### src/hw/rtl/lru_page_replacement_top_defines.svh
// Assertion shorthands for the LRU page replacement block.
`ifndef LRU_PAGE_REPLACEMENT_TOP_DEFINES_SVH
`define LRU_PAGE_REPLACEMENT_TOP_DEFINES_SVH

// same-cycle implication, off while in reset
`define LRUPR_ASSERT_IMP(lbl, clk, rstn, ante, cons, msg) \
    lbl: assert property (@(posedge clk) disable iff (!rstn) (ante) |-> (cons)) \
        else $error(msg);

// next-cycle implication, off while in reset
`define LRUPR_ASSERT_NXT(lbl, clk, rstn, ante, cons, msg) \
    lbl: assert property (@(posedge clk) disable iff (!rstn) (ante) |=> (cons)) \
        else $error(msg);

`endif

### src/hw/rtl/lrupr_pkg.sv
package lrupr_pkg;

    localparam int FRAMES      = 16;
    localparam int PAGE_BITS   = 16;
    localparam int COUNT_W     = 32;
    localparam int CFG_W       = 5;
    localparam int FRAME_IDX_W = (FRAMES > 1) ? $clog2(FRAMES) : 1;
    localparam int RANK_W      = FRAME_IDX_W;

    localparam logic [CFG_W-1:0] CFG_RESET = CFG_W'(4);

    localparam int IN_TDATA_W   = ((PAGE_BITS + 7) / 8) * 8;
    localparam int OUT_FIELDS_W = FRAME_IDX_W + 1 + PAGE_BITS + COUNT_W;
    localparam int OUT_TDATA_W  = ((OUT_FIELDS_W + 7) / 8) * 8;

    typedef enum logic [1:0] {
        ST_IDLE,
        ST_SCAN,
        ST_UPDATE
    } state_t;

    // per-frame verdict of the shared compare unit
    typedef struct packed {
        logic match;   // valid frame holding the referenced page
        logic empty;   // frame holds no page
        logic better;  // older than the best candidate so far
    } cmp_t;

endpackage

### src/hw/rtl/lrupr_cmp_unit.sv
module lrupr_cmp_unit
    import lrupr_pkg::*;
(
    input  logic [PAGE_BITS-1:0] ref_page,
    input  logic [PAGE_BITS-1:0] frame_page,
    input  logic                 frame_valid,
    input  logic [RANK_W-1:0]    frame_rank,
    input  logic [RANK_W-1:0]    best_rank,
    input  logic                 first_frame,
    output cmp_t                 result
);

    always_comb begin
        result.match  = frame_valid && (frame_page == ref_page);
        result.empty  = !frame_valid;
        // strict compare: on a tie the lower index stays
        result.better = first_frame || (frame_rank > best_rank);
    end

endmodule

### src/hw/rtl/lru_page_replacement_top.sv
// LRU page replacement, one page reference per word.
// Per word: accept in IDLE, scan the frames in SCAN, then commit the result in UPDATE;
// the scan stops at the first hit, a fault scans all active frames.
// A new word is accepted only after the last one is committed; UPDATE waits while the output is full.
// The scan uses the single page/rank comparator stepped over the frames, one frame per cycle.
// Reset (aresetn low, synchronous): frames empty, ranks and fault count zero, frames_in_use 4.
`include "lru_page_replacement_top_defines.svh"

module lru_page_replacement_top
    import lrupr_pkg::*;
(
    input  logic                   aclk,
    input  logic                   aresetn,
    // configuration: frames_in_use
    input  logic                   cfg_valid,
    output logic                   cfg_ready,
    input  logic [CFG_W-1:0]       cfg_data,     // [4:0] frames_in_use
    // reference words
    input  logic                   s_tvalid,
    output logic                   s_tready,
    input  logic [IN_TDATA_W-1:0]  s_tdata,      // [15:0] page_number
    input  logic                   s_tlast,      // last_reference
    // result words
    output logic                   m_tvalid,
    input  logic                   m_tready,
    output logic [OUT_TDATA_W-1:0] m_tdata,      // [3:0] frame_index, [4] evicted_valid,
                                                 // [20:5] evicted_page, [52:21] fault_count,
                                                 // [55:53] zero
    output logic                   m_tuser,      // is_fault
    output logic                   m_tlast       // final_res
);

    // ---------------------------------------------------------------
    // State
    // ---------------------------------------------------------------
    state_t state_reg, state_next;

    logic [CFG_W-1:0]       frames_in_use_reg;
    logic [FRAME_IDX_W-1:0] last_idx;          // highest active frame

    // frame store: page is meaningful only while the valid bit is set
    logic [PAGE_BITS-1:0]   page_mem [FRAMES];
    logic [FRAMES-1:0]      valid_reg, valid_next;
    logic [RANK_W-1:0]      rank_reg  [FRAMES];
    logic [RANK_W-1:0]      rank_next [FRAMES];
    logic [COUNT_W-1:0]     fault_total_reg, fault_total_next;

    // current reference and scan results
    logic [PAGE_BITS-1:0]   page_reg;
    logic                   last_reg;
    logic [FRAME_IDX_W-1:0] idx_reg;
    logic                   hit_reg;
    logic [FRAME_IDX_W-1:0] hit_idx_reg;
    logic [RANK_W-1:0]      hit_rank_reg;
    logic                   empty_reg;
    logic [FRAME_IDX_W-1:0] empty_idx_reg;
    logic [FRAME_IDX_W-1:0] lru_idx_reg;
    logic [RANK_W-1:0]      lru_rank_reg;
    logic [PAGE_BITS-1:0]   lru_page_reg;

    // output register
    logic                   out_valid_reg;
    logic                   out_fault_reg;
    logic [FRAME_IDX_W-1:0] out_idx_reg;
    logic                   out_ev_valid_reg;
    logic [PAGE_BITS-1:0]   out_ev_page_reg;
    logic [COUNT_W-1:0]     out_count_reg;
    logic                   out_last_reg;

    // control
    logic                   accept;
    logic                   scan_en;
    logic                   commit;
    logic                   scan_done;
    cmp_t                   cmp;

    // update-cycle decode
    logic                   is_fault;
    logic                   evict;
    logic                   age_all;
    logic [FRAME_IDX_W-1:0] f_idx;
    logic [RANK_W-1:0]      f_rank;

    // ---------------------------------------------------------------
    // Active frame count: 0 acts as 1, above FRAMES acts as FRAMES
    // ---------------------------------------------------------------
    always_comb begin
        priority if (frames_in_use_reg == '0) begin
            last_idx = '0;
        end else if (frames_in_use_reg > CFG_W'(FRAMES)) begin
            last_idx = FRAME_IDX_W'(FRAMES - 1);
        end else begin
            last_idx = FRAME_IDX_W'(frames_in_use_reg - CFG_W'(1));
        end
    end

    assign cfg_ready = 1'b1;

    always_ff @(posedge aclk) begin
        if (!aresetn) begin
            frames_in_use_reg <= CFG_RESET;
        end else if (cfg_valid && cfg_ready) begin
            frames_in_use_reg <= cfg_data;
        end
    end

    // ---------------------------------------------------------------
    // Shared comparator, stepped over the frames
    // ---------------------------------------------------------------
    lrupr_cmp_unit u_cmp (
        .ref_page    (page_reg),
        .frame_page  (page_mem[idx_reg]),
        .frame_valid (valid_reg[idx_reg]),
        .frame_rank  (rank_reg[idx_reg]),
        .best_rank   (lru_rank_reg),
        .first_frame (idx_reg == '0),
        .result      (cmp)
    );

    assign scan_done = cmp.match || (idx_reg == last_idx);

    // ---------------------------------------------------------------
    // Sequencer
    // ---------------------------------------------------------------
    always_comb begin
        state_next = state_reg;
        unique case (state_reg)
            ST_IDLE: begin
                if (s_tvalid) begin
                    state_next = ST_SCAN;
                end
            end
            ST_SCAN: begin
                if (scan_done) begin
                    state_next = ST_UPDATE;
                end
            end
            ST_UPDATE: begin
                // wait for the output register to free up
                if (!out_valid_reg || m_tready) begin
                    state_next = ST_IDLE;
                end
            end
            default: state_next = ST_IDLE;
        endcase
    end

    always_comb begin
        s_tready = 1'b0;
        scan_en  = 1'b0;
        commit   = 1'b0;
        unique case (state_reg)
            ST_IDLE:   s_tready = 1'b1;
            ST_SCAN:   scan_en  = 1'b1;
            ST_UPDATE: commit   = !out_valid_reg || m_tready;
            default: ;
        endcase
    end

    assign accept = s_tvalid && s_tready;

    always_ff @(posedge aclk) begin
        if (!aresetn) begin
            state_reg <= ST_IDLE;
        end else begin
            state_reg <= state_next;
        end
    end

    // ---------------------------------------------------------------
    // Scan registers: first hit, first empty frame, oldest frame
    // ---------------------------------------------------------------
    always_ff @(posedge aclk) begin
        if (!aresetn) begin
            hit_reg   <= 1'b0;
            empty_reg <= 1'b0;
            idx_reg   <= '0;
        end else if (accept) begin
            hit_reg   <= 1'b0;
            empty_reg <= 1'b0;
            idx_reg   <= '0;
        end else if (scan_en) begin
            idx_reg <= idx_reg + FRAME_IDX_W'(1);
            if (cmp.match) begin
                hit_reg <= 1'b1;
            end
            if (cmp.empty && !empty_reg) begin
                empty_reg <= 1'b1;
            end
        end
    end

    always_ff @(posedge aclk) begin
        if (accept) begin
            page_reg <= s_tdata[PAGE_BITS-1:0];
            last_reg <= s_tlast;
        end
        if (scan_en) begin
            if (cmp.match) begin
                hit_idx_reg  <= idx_reg;
                hit_rank_reg <= rank_reg[idx_reg];
            end
            if (cmp.empty && !empty_reg) begin
                empty_idx_reg <= idx_reg;
            end
            if (cmp.better) begin
                lru_idx_reg  <= idx_reg;
                lru_rank_reg <= rank_reg[idx_reg];
                lru_page_reg <= page_mem[idx_reg];
            end
        end
    end

    // ---------------------------------------------------------------
    // Update: pick the frame, age the others, load the page
    // ---------------------------------------------------------------
    always_comb begin
        is_fault = !hit_reg;
        evict    = !hit_reg && !empty_reg;
        age_all  = !hit_reg && empty_reg;
        priority if (hit_reg) begin
            f_idx  = hit_idx_reg;
            f_rank = hit_rank_reg;
        end else if (empty_reg) begin
            f_idx  = empty_idx_reg;
            f_rank = lru_rank_reg;   // unused when filling an empty frame
        end else begin
            f_idx  = lru_idx_reg;
            f_rank = lru_rank_reg;
        end
    end

    always_comb begin
        valid_next       = valid_reg;
        fault_total_next = fault_total_reg;
        for (int i = 0; i < FRAMES; i++) begin
            rank_next[i] = rank_reg[i];
            if (commit) begin
                if (FRAME_IDX_W'(i) == f_idx) begin
                    rank_next[i] = '0;
                end else if (valid_reg[i] && (age_all || (rank_reg[i] < f_rank))) begin
                    rank_next[i] = rank_reg[i] + RANK_W'(1);
                end
            end
        end
        if (commit && is_fault) begin
            valid_next[f_idx] = 1'b1;
            if (fault_total_reg != '1) begin
                fault_total_next = fault_total_reg + COUNT_W'(1);
            end
        end
    end

    always_ff @(posedge aclk) begin
        if (!aresetn) begin
            valid_reg       <= '0;
            fault_total_reg <= '0;
            for (int i = 0; i < FRAMES; i++) begin
                rank_reg[i] <= '0;
            end
        end else begin
            valid_reg       <= valid_next;
            fault_total_reg <= fault_total_next;
            for (int i = 0; i < FRAMES; i++) begin
                rank_reg[i] <= rank_next[i];
            end
        end
    end

    always_ff @(posedge aclk) begin
        if (commit && is_fault) begin
            page_mem[f_idx] <= page_reg;
        end
    end

    // ---------------------------------------------------------------
    // Output register
    // ---------------------------------------------------------------
    always_ff @(posedge aclk) begin
        if (!aresetn) begin
            out_valid_reg <= 1'b0;
        end else if (commit) begin
            out_valid_reg <= 1'b1;
        end else if (m_tready) begin
            out_valid_reg <= 1'b0;
        end
    end

    always_ff @(posedge aclk) begin
        if (commit) begin
            out_fault_reg    <= is_fault;
            out_idx_reg      <= f_idx;
            out_ev_valid_reg <= evict;
            out_ev_page_reg  <= evict ? lru_page_reg : '0;
            out_count_reg    <= fault_total_next;
            out_last_reg     <= last_reg;
        end
    end

    assign m_tvalid = out_valid_reg;
    assign m_tdata  = OUT_TDATA_W'({out_count_reg, out_ev_page_reg,
                                    out_ev_valid_reg, out_idx_reg});
    assign m_tuser  = out_fault_reg;
    assign m_tlast  = out_last_reg;

    // ---------------------------------------------------------------
    // Assertions
    // ---------------------------------------------------------------
    `LRUPR_ASSERT_NXT(a_valid_sticky, aclk, aresetn, aresetn,
        (valid_reg & $past(valid_reg)) == $past(valid_reg), "frame lost its valid bit")
    `LRUPR_ASSERT_NXT(a_count_mono, aclk, aresetn, aresetn,
        fault_total_reg >= $past(fault_total_reg), "fault count went down")
    `LRUPR_ASSERT_IMP(a_scan_bound, aclk, aresetn, state_reg == ST_SCAN,
        idx_reg <= last_idx, "scan ran past the active frames")
    `LRUPR_ASSERT_IMP(a_hit_no_evict, aclk, aresetn, out_valid_reg && !out_fault_reg,
        !out_ev_valid_reg && (out_ev_page_reg == '0), "hit reported an eviction")
    `LRUPR_ASSERT_IMP(a_fault_counted, aclk, aresetn, out_valid_reg && out_fault_reg,
        out_count_reg != '0, "fault with zero fault count")

endmodule
### config.mk
export PLATFORM = sky130hd
export DESIGN_NAME = lru_page_replacement_top
export DESIGN_NICKNAME = d
export VERILOG_FILES = /design/src/hw/rtl/lrupr_pkg.sv /design/src/hw/rtl/lrupr_cmp_unit.sv /design/src/hw/rtl/lru_page_replacement_top.sv
export VERILOG_INCLUDE_DIRS = /design/src /design/src/hw/rtl
export SDC_FILE = /design/constraint.sdc
export NUM_CORES = 1
export LEC_CHECK = 0
export BUFFER_PORTS_ARGS = -buffer_cell sky130_fd_sc_hd__buf_2
export CORE_AREA = 2 2 268 270
export DETAILED_ROUTE_END_ITERATION = 6
export DIE_AREA = 0 0 270 272
export GPL_TIMING_DRIVEN = 1
export SLEW_MARGIN = 40
export SYNTH_ARGS = -nofsm -noshare
export SYNTH_HDL_FRONTEND = slang
export SYNTH_HIERARCHICAL = 1
export SYNTH_SLANG_ARGS = --single-unit
### constraint.sdc
create_clock -name aclk -period 3.5 [get_ports aclk]
set_input_delay 1.05 -clock aclk [delete_from_list [all_inputs] [get_ports aclk]]
set_output_delay 1.05 -clock aclk [all_outputs]
set_load 0.05 [all_outputs]
* Word-level counts from Yosys, hierarchy flattened
Memories as Yosys holds them, arrays and structs flattened. A register that Yosys moved wholly into a read port is not among the register bits.
Index checks and enable logic that the tools add are counted.
** Operators by class
- Add/sub/neg operators :: 19
- Order comparisons :: 21
- Equality and inequality tests :: 23
- Muxes and demuxes :: 92
- Bitwise operators :: 18
- Reduce and logical (&&, ||, !) cells :: 56
** Operators with widths (number)
- 4-bit 2-to-1 mux :: 73
- 4-bit by 1-bit adder with 4-bit output (second input constant) :: 17
- 4-bit less-than comparator :: 16
- 32-bit 2-to-1 mux :: 2
- 32-bit by 1-bit adder with 32-bit output (second input constant) :: 1
- 4-bit == test (first input constant) :: 8
- 32-bit inequality test (second input constant) :: 1
- 1-bit logical AND :: 23
- 1-bit logical OR :: 19
- 16-bit == test :: 1
- 3-bit by 4-bit == test with 1-bit output (first input constant) :: 4
- 1-bit OR :: 16
- 16-bit OR :: 1
- 1-bit 2-to-1 mux :: 11
- 4-bit by 5-bit less-than comparator with 1-bit output (second input constant) :: 2
- 2-bit by 4-bit == test with 1-bit output (first input constant) :: 2
- 4-bit logical NOT :: 2
- 2-bit 2-to-1 mux :: 3
- 2-bit inequality test (second input constant) :: 3
- 2-bit case mux with 3 select lines :: 1
- 2-bit AND reduction :: 3
- 5-bit greater-than comparator (second input constant) :: 1
- 5-bit logical NOT :: 1
- 1-bit binary-select mux with 4-bit select :: 1
- other kinds (14) :: 17
** Storage, ports and cells
- Flip-flop bits (word level) :: 170
- Bits in writable memories :: 320
- Input port bits :: 27
- Output and inout bits :: 61
- Memories :: 2
** Memories
- page_mem :: words 16, width 16, read ports 1, clocked after Yosys merged registers in 1, write ports 1, line lru_page_replacement_top.sv:42 : logic [PAGE_BITS-1:0] page_mem [FRAMES];
- rank_reg :: words 16, width 4, read ports 17, clocked after Yosys merged registers in 1, write ports 16, line lru_page_replacement_top.sv:44 : logic [RANK_W-1:0] rank_reg [FRAMES];

* Logic depth before layout (Yosys ltp)
Gate-level depths: netlist (run 1).
- Depth after elaboration :: 8
- Depth in mapped cells :: 11
- Depth with buffers taken out :: 9

* Hierarchy
Netlist (run 1), hierarchy kept.
** Modules (own cells, without submodules)
- lru_page_replacement_top :: instances 1, cells an instance 1341, area an instance 20748.6 sq um, sequential area each 13533.0 sq um
- lrupr_cmp_unit :: instances 1, cells an instance 38, area an instance 286.5 sq um, sequential area each 0.0 sq um

* Least setup slack after synthesis (run 1)
Ideal clock, no wire load.
- Kind :: input-to-reg
- Start :: in m_tready
- End :: mem rank_reg[15][3] (netlist name)
- Setup time :: 0.130 ns
- Arrival time :: 3.628 ns
- Required time :: 3.370 ns
- Setup slack :: -0.257 ns
- Stages on the path :: 7
- Path buffers :: 1
- Cells stage by stage :: nand2b_1 > nand2_1 > inv_1 > clkbuf_1 > nand4_1 > xor2_1 > nor2_1
** RTL lines
- start, declared :: line lru_page_replacement_top.sv:25 : input logic m_tready,
- end, declared :: line lru_page_replacement_top.sv:44

==> results of run 1 <==
## layer usage
layer,global-route usage [%],vias up,routed length [um]
met1,18.5,6334,22500
li1,-,5651,-
met4,4.04,0,1070
met2,23.2,348,25100
met5,0,-,0
met3,2.05,63,2620
## how the worst min path moves through the flow
stage | from | endpoint | slack, ps | cells after the start
2_1_floorplan | last_reg | m_tlast | 400 | 0
3_3_place_gp | last_reg | m_tlast | 400 | 0
3_5_place_dp | last_reg | m_tlast | 420 | 0
4_1_cts | last_reg | m_tlast | 440 | 0
5_1_grt | last_reg | m_tlast | 440 | 0
6_report | last_reg | m_tlast | 440 | 0
## worst max-delay path: cells and delay by family, from the launching register on
family,cells,cell delay [ps]
xor gates and xnor gates,1,160
DFF,1,430
buffers and inverters,4,590
and+or+nand+nor,4,930
muxes,2,980
## cells in the final DEF, fill, tap and decap left out, types with 22 or more instances in the layout
cell type | synthesis | final
nor2_1 | 85 | 82
nand3_1 | 38 | 38
clkbuf_16 | 0 | 52
and2_1 | 51 | 49
edfxtp_1 | 364 | 364
buf_4 | 5 | 81
nand2_1 | 54 | 54
inv_1 | 23 | 22
xor2_1 | 36 | 36
ha_1 | 73 | 73
mux4_2 | 105 | 105
xnor2_1 | 58 | 58
a21oi_1 | 28 | 28
o21ai_0 | 49 | 49
buf_2 | 7 | 83
nand4_1 | 26 | 26
dfxtp_1 | 130 | 128
## final cells by class
type	count	area share, %
Inverter	23	0.349
Timing Repair Buffer	179	5.22
Clock buffer	68	5.42
Clock inverter	27	1.27
Tap cell	950	4.74
Sequential cell	494	53.9
Multi-Input combinational cell	809	29.1
## repair_timing
action | in CTS | in global routing
cloned | 0 | 1
hold buffers | 0 | 0
pin swaps | 0 | 4
setup endpoints to repair | 10 | 10
buffers inserted | 0 | 25
resized for setup | 3 | 5
## kinds of logic (layout without fill, tap and decap cells)
| logic type | after synthesis | count (layout) | synth area share, % |
|---|---|---|---|
| other cells | 2 | 4 | 0.0357 |
| mux | 123 | 123 | 12.1 |
| buf+inv | 78 | 297 | 1.56 |
| fa+ha+maj | 74 | 74 | 4.39 |
| simple gates | 364 | 364 | 9.09 |
| flops | 494 | 494 | 64.3 |
| compound gates | 150 | 150 | 4.53 |
| xor+xnor | 94 | 94 | 3.91 |
## power breakdown
group          internal (mW)  leakage [nW]  total, mW  switching (mW)
logic                  0.366          3.46      0.809           0.443
clock network           3.06         0.800       5.39            2.33
registers               6.37          4.41       6.47           0.101
## through the flow
stage	setup slack [ps]	hold WS (ps)
finish	70.0	442
global route	-38.2	444
CTS	4.89	438
detailed placement	-51.2	424
global placement	-30.1	401
floorplan	20.3	400
==> qor.csv, run 1 <==
metric,value,unit
status,completed,
Worst path max stage delay,490,ps
clock transition time at the flip-flop clock pins of the worst setup and hold paths,60,ps
crit end category,flop,
number of H-tree levels,2,
top_reg_cell synth,edfxtp_1,
final setup fails,0,
initial antenna violation count,3,
Seq. cell area,0.0135,sq mm
largest net degree at the start of global routing,50,
Yosys cell types,62,
Skew-Pair Late Insertion Delay,630,ps
arrival time worst endpoint,3730,ps
Synth warnings,6,
min cycle time layout,3430,ps
DRC,0,
Max-Cap Viols,0,
Clock Tree Buf Depth,3,
placement row count,98,
critical path class,flop to flop,
Filler cells,6664,
Die Height,272,um
"Period Utilization, post-route",98.0,%
layout cells sized above 1,24.8,%
total number of vias,12400,
max reg flops,256,
"Cell Chain, Critical Path","buf_12, buf_12, mux4_2, mux4_2, xor2_1, nor4_1, buf_4, nand4_1, nor3_2, and2_4, buf_12",
slowest CP cell,mux4_2,
Post-DP HPWL,33500,um
"Req. time, crit path",3800,ps
relative slew slack,46.8,%
post-layout util,35.5,%
CTS Buf Count,51,
# port buffers,83,
fin area,0.0251,sq mm
1st-pass router iterations,5,
Multi-input gate area,0.00729,sq mm
1st-iter DRT viols,1064,
most common cell in the synthesized netlist,edfxtp_1,
WL per Instance,20.1,um
Clock Sinks,494,
Critical Path Sink,hit_rank_reg[0],
fin cells,2550,
grt ovf,0,
RR Endpoint,hit_rank_reg[0],
setup TNS,0,ps
leakage,8.67,nW
gr usage total,13.8,%
GPL Wtd Cong,0.810,
PD cells,505,mW/mm^2
Nets,1658,
core footprint,0.0708,sq mm
Final Max Slew Viols,0,
"top cells by area, synth","edfxtp_1, dfxtp_1, mux4_2",
Layout Skew,53.8,ps
top cell type's share of synthesized area,52.0,%
sequential share of the synthesized area,64.3,%
final hold vios,0,
Worst R2R Setup Slack,70,ps
#FFs+latches synth,494,
"EDFF count, synth",364,
fmax,292,MHz
crit path max fanout,9,
Post-DRT Antenna Nets,0,
overall power,12.7,mW
cell mode on critical path,buf_12,
Die ar.,0.0734,sq mm
share of flip-flops with an asynchronous set or reset,0,%
final WL,51300,um
cell area after synthesis,0.0210,sq mm
CTS tree,done,
CTS root buf,clkbuf_16,
peak supply drop,0.369,mV
Area Overhead vs Synth,19.3,%
Ant. Diodes,0,
Initial Utilization,29.7,%
Avg Inst Size Synth,15.3,sq um
Worst-Margin Slew,797,ps
vias in the first global route,12400,
startpoint types,flop,
Vias/cell,4.86,
HP Class,flop to flop,
IO Count,88,
worst reg2reg path depth,11,
leading cell types by count after synthesis,"edfxtp_1, dfxtp_1, mux4_2",
Cells after Synth,1379,
Cells after DPL,2429,
Die W,270,um
DP Area,0.0231,sq mm
"area leader, netlist",edfxtp_1,
first-pass GRT wire length,77700,um
Power figures use the tool's default switching activity.
==> inputs of run 2 (changes only) <==
--- a/config.mk
+++ b/config.mk
@@ -6,11 +6,10 @@
 export SDC_FILE = /design/constraint.sdc
 export NUM_CORES = 1
 export LEC_CHECK = 0
-export BUFFER_PORTS_ARGS = -buffer_cell sky130_fd_sc_hd__buf_2
+export BUFFER_PORTS_ARGS = -buffer_cell sky130_fd_sc_hd__buf_4
 export CORE_AREA = 2 2 268 270
 export DETAILED_ROUTE_END_ITERATION = 6
 export DIE_AREA = 0 0 270 272
-export GPL_TIMING_DRIVEN = 1
 export SLEW_MARGIN = 40
 export SYNTH_ARGS = -nofsm -noshare
 export SYNTH_HDL_FRONTEND = slang
==> qor.csv, run 2 (same netlist as run 1, synthesis figures left out) <==
metric,value,unit
fin area,0.0255,sq mm
status,completed,
fin cells,2543,
first-pass GRT wire length,77600,um
WL per Instance,20.2,um
Worst path max stage delay,530,ps
# port buffers,83,
CTS Buf Count,50,
sequential fraction of design power,49.9,%
Pint,10.1,mW
worst path buffer plus inverter count,3,
GPL Wtd Cong,0.839,
crit end category,flop,
Seq. cell area,0.0135,sq mm
"Period Utilization, post-route",97.4,%
final WL,51400,um
"commonest cells after routing, fill and taps aside","edfxtp_1, buf_4, dfxtp_1, mux4_2, nor2_1",
core footprint,0.0708,sq mm
1st-iter DRT viols,950,
Hold Path Origin,last_reg,
CTS tree,done,
Die ar.,0.0734,sq mm
WHS Endpoint,m_tlast,
DRC,0,
Sw Ratio,22.1,%
DP Area,0.0235,sq mm
Max-Cap Viols,0,
Area Overhead vs Synth,21.1,%
post-layout util,36.0,%
cell mode on critical path,buf_12,
Fin Hold WS,421,ps
min cycle time layout,3410,ps
hold depth,0,
Nets,1653,
"Req. time, crit path",3840,ps
Post-DP HPWL,33400,um
relative slew slack,46.8,%
Die Height,272,um
"most common cell after layout, fill and taps aside",edfxtp_1,
clock power share,43.7,%
DP Worst Slack,22.8,ps
number of H-tree levels,2,
arrival time worst endpoint,3750,ps
clock transition time at the flip-flop clock pins of the worst setup and hold paths,70,ps
setup TNS,0,ps
switching pwr,2.87,mW
placement row count,98,
leakage,8.78,nW
Layout Skew,38.2,ps
Post-DRT Antenna Nets,0,
total number of vias,12400,
startpoint types,flop,
final setup fails,0,
Ant. Diodes,0,
worst reg2reg path depth,11,
part of the power in combinational logic,6.4,%
Worst R2R Setup Slack,90,ps
final hold vios,0,
PD cells,509,mW/mm^2
crit path max fanout,20,
Initial Utilization,29.7,%
1st-pass router iterations,5,
Final Max Slew Viols,0,
HP Class,flop to flop,
critical path class,flop to flop,
Clock Sinks,494,
final setup margin,89.7,ps
fmax,293,MHz
IO Count,88,
Die W,270,um
gr usage total,13.8,%
slowest CP cell,mux4_2,
Multi-input gate area,0.00729,sq mm
max reg flops,256,
Filler cells,6626,
largest net degree at the start of global routing,57,
overall power,13.0,mW
RR Endpoint,lru_idx_reg[2],
Cells after DPL,2430,
grt ovf,0,
vias in the first global route,12400,
Vias/cell,4.87,
Skew-Pair Late Insertion Delay,620,ps
initial antenna violation count,0,
"delay-heaviest family, CP",multiplexers,
CTS root buf,clkbuf_16,
Worst-Margin Slew,798,ps
peak supply drop,0.370,mV
"Cell Chain, Critical Path","buf_12, buf_12, mux4_2, mux4_2, ha_1, nor2b_1, o21ai_0, a21oi_1, or2_2, and2_2, buf_12",
Clock Tree Buf Depth,3,
layout cells sized above 1,25.1,%
run 2: changes by cell type in the layout (fill, tap and decap cells not counted), sizes merged:
cell      delta
buf          -5
bufinv       +3
clkinv       -4
clkinvlp     -1
run 2: layout make-up:
class	count	area share, %
well taps	950	4.67
multi-input cells	809	28.6
clock buffers	67	5.48
clock inverters	25	1.47
repair buffers	175	6.23
inverters	23	0.344
flip-flops and latches	494	53.2
run 2: power groups by stage:
stage	combinational (mW)	sequential [mW]	clock [mW]
2_1_floorplan	0.488	6.55	0
3_3_place_gp	0.758	6.59	0
3_5_place_dp	0.773	6.60	0
4_1_cts	0.777	6.47	5.79
5_1_grt	0.896	6.48	6.04
6_report	0.827	6.47	5.67
run 2: metal layers:
layer / GRT usage, % / vias up / part of all wire, %
li1: - / 5645 / -
met1: 18.7 / 6348 / 45
met2: 22.9 / 326 / 48
met3: 2.21 / 68 / 5.1
met4: 3.93 / 0 / 2.3
met5: 0 / - / 0
run 2: worst max-delay path by stage:
stage / startpoint / end / slack [ps] / cells past startpoint
finish: flop / lru_idx_reg[2] / 90 / 11
global route: flop / hit_rank_reg[2] / -10 / 11
CTS: flop / lru_idx_reg[2] / 10 / 10
detailed placement: flop / hit_rank_reg[1] / 20 / 10
global placement: flop / hit_rank_reg[0] / 20 / 10
floorplan: flop / lru_idx_reg[0] / 20 / 10
run 2: what timing repair did:
action                                  4_1_cts  5_1_grt
resized for setup                             2        4
hold buffers                                  0        0
endpoints found under the setup margin        8       29
setup buffers                                 0       19
cloned                                        0        2
pin swaps                                     0        2
==> inputs of run 3 (changes only) <==
--- a/config.mk
+++ b/config.mk
@@ -7,9 +7,13 @@
 export NUM_CORES = 1
 export LEC_CHECK = 0
 export BUFFER_PORTS_ARGS = -buffer_cell sky130_fd_sc_hd__buf_4
+export CELL_PAD_IN_SITES_DETAIL_PLACEMENT = 1
+export CELL_PAD_IN_SITES_GLOBAL_PLACEMENT = 2
 export CORE_AREA = 2 2 268 270
 export DETAILED_ROUTE_END_ITERATION = 6
 export DIE_AREA = 0 0 270 272
+export PLACE_DENSITY_LB_ADDON = 0.1
+export REMOVE_ABC_BUFFERS = 1
 export SLEW_MARGIN = 40
 export SYNTH_ARGS = -nofsm -noshare
 export SYNTH_HDL_FRONTEND = slang
==> qor.csv, run 3 (same netlist as run 1, synthesis figures left out) <==
metric,value,unit
number of H-tree levels,2,
"commonest cells after routing, fill and taps aside","edfxtp_1, buf_4, dfxtp_1, mux4_2, nor2_1",
final WL,58500,um
core footprint,0.0708,sq mm
Worst path max stage delay,530,ps
Layout Skew,41.0,ps
slowest CP cell,mux4_2,
initial antenna violation count,2,
Die W,270,um
total number of vias,12200,
Post-DRT Antenna Nets,0,
Initial Utilization,29.7,%
"Period Utilization, post-route",98.6,%
max reg flops,256,
worst reg2reg path depth,10,
CTS Buf Count,56,
final setup fails,0,
Post-DP HPWL,37600,um
final hold vios,0,
startpoint types,flop,
Nets,1645,
crit path max fanout,13,
first-pass GRT wire length,87800,um
IO Count,88,
"delay-heaviest family, CP",multiplexers,
Clock Sinks,494,
clock transition time at the flip-flop clock pins of the worst setup and hold paths,60,ps
"Req. time, crit path",3810,ps
Filler cells,7252,
min cycle time layout,3450,ps
Area Overhead vs Synth,21.6,%
1st-pass router iterations,4,
layout cells sized above 1,24.9,%
fmax,290,MHz
grt ovf,0,
placement row count,98,
Worst-Margin Slew,716,ps
Skew-Pair Late Insertion Delay,640,ps
status,completed,
peak supply drop,0.335,mV
# port buffers,83,
Clock Tree Buf Depth,3,
Fin Hold WS,427,ps
"Cell Chain, Critical Path","buf_12, mux4_2, mux4_2, xor2_1, nor4_2, buf_4, nand4_1, nor3_2, and2_4, buf_12",
CTS root buf,clkbuf_16,
1st-iter DRT viols,600,
PD cells,528,mW/mm^2
Die ar.,0.0734,sq mm
DRC,0,
relative slew slack,52.2,%
Final Max Slew Viols,0,
critical path class,flop to flop,
Stages on worst setup path,10,
worst path buffer plus inverter count,3,
crit end category,flop,
GPL Wtd Cong,0.743,
"most common cell after layout, fill and taps aside",edfxtp_1,
Max-Cap Viols,0,
largest net degree at the start of global routing,56,
Worst R2R Setup Slack,50,ps
Vias/cell,4.79,
WL per Instance,23.0,um
RSZ-0062 raised after global routing,yes,
hold buffer count at CTS,0,
leakage,8.81,nW
Seq. cell area,0.0135,sq mm
hold depth,0,
Multi-input gate area,0.00730,sq mm
gr usage total,16.1,%
Die Height,272,um
CTS tree,done,
arrival time worst endpoint,3760,ps
vias in the first global route,13100,
HP Class,flop to flop,
overall power,13.5,mW
[run 3: cell type report]
class	instances	area share, %
Sequential cell	494	52.9
Multi-Input combinational cell	809	28.5
Clock buffer	80	6.23
Timing Repair Buffer	161	5.80
Tap cell	950	4.65
Clock inverter	24	1.48
Inverter	23	0.347
Antenna cell	1	0.00978
[run 3: layer usage]
layer  GRT usage [%]  wire (um)
met5               0          0
met4            3.92       1180
met3            2.66       2240
met2            26.4      27800
met1            22.3      27300
[run 3: path summary, 6_finish.rpt]
check | start | endpoint
setup / recovery | flop | hit_idx_reg[1]
setup reg to reg | flop | hit_idx_reg[1]
hold reg to reg | last_reg | m_tlast
hold / removal | last_reg | m_tlast
[run 3: metrics by stage]
stage                     util, %  TNS [ps]  std cells  setup WS, ps  area, sq um
final                        36.2         0       2542          48.8        25600
after CTS                    36.0         0       2535          6.52        25500
after detailed placement     33.2      -990       2425          -116        23500
after global routing         36.2      -274       2541         -57.5        25600
after global placement       33.2      -622       2425         -76.7        23500
after floorplan                 -   -260100       1326         -2670        20800
[run 3: timing repair]
action                                  CTS  global route
endpoints found under the setup margin   10            12
buffers inserted                          6             6
pin swaps                                 1             1
gates resized for setup                   2             3
[run 3: power by group]
group	total (mW)	leakage (nW)	internal, mW	switching, mW
Combinational	0.795	3.44	0.348	0.447
Clock	6.23	0.962	3.77	2.47
Sequential	6.48	4.41	6.37	0.106
Total	13.5	8.81	10.5	3.02
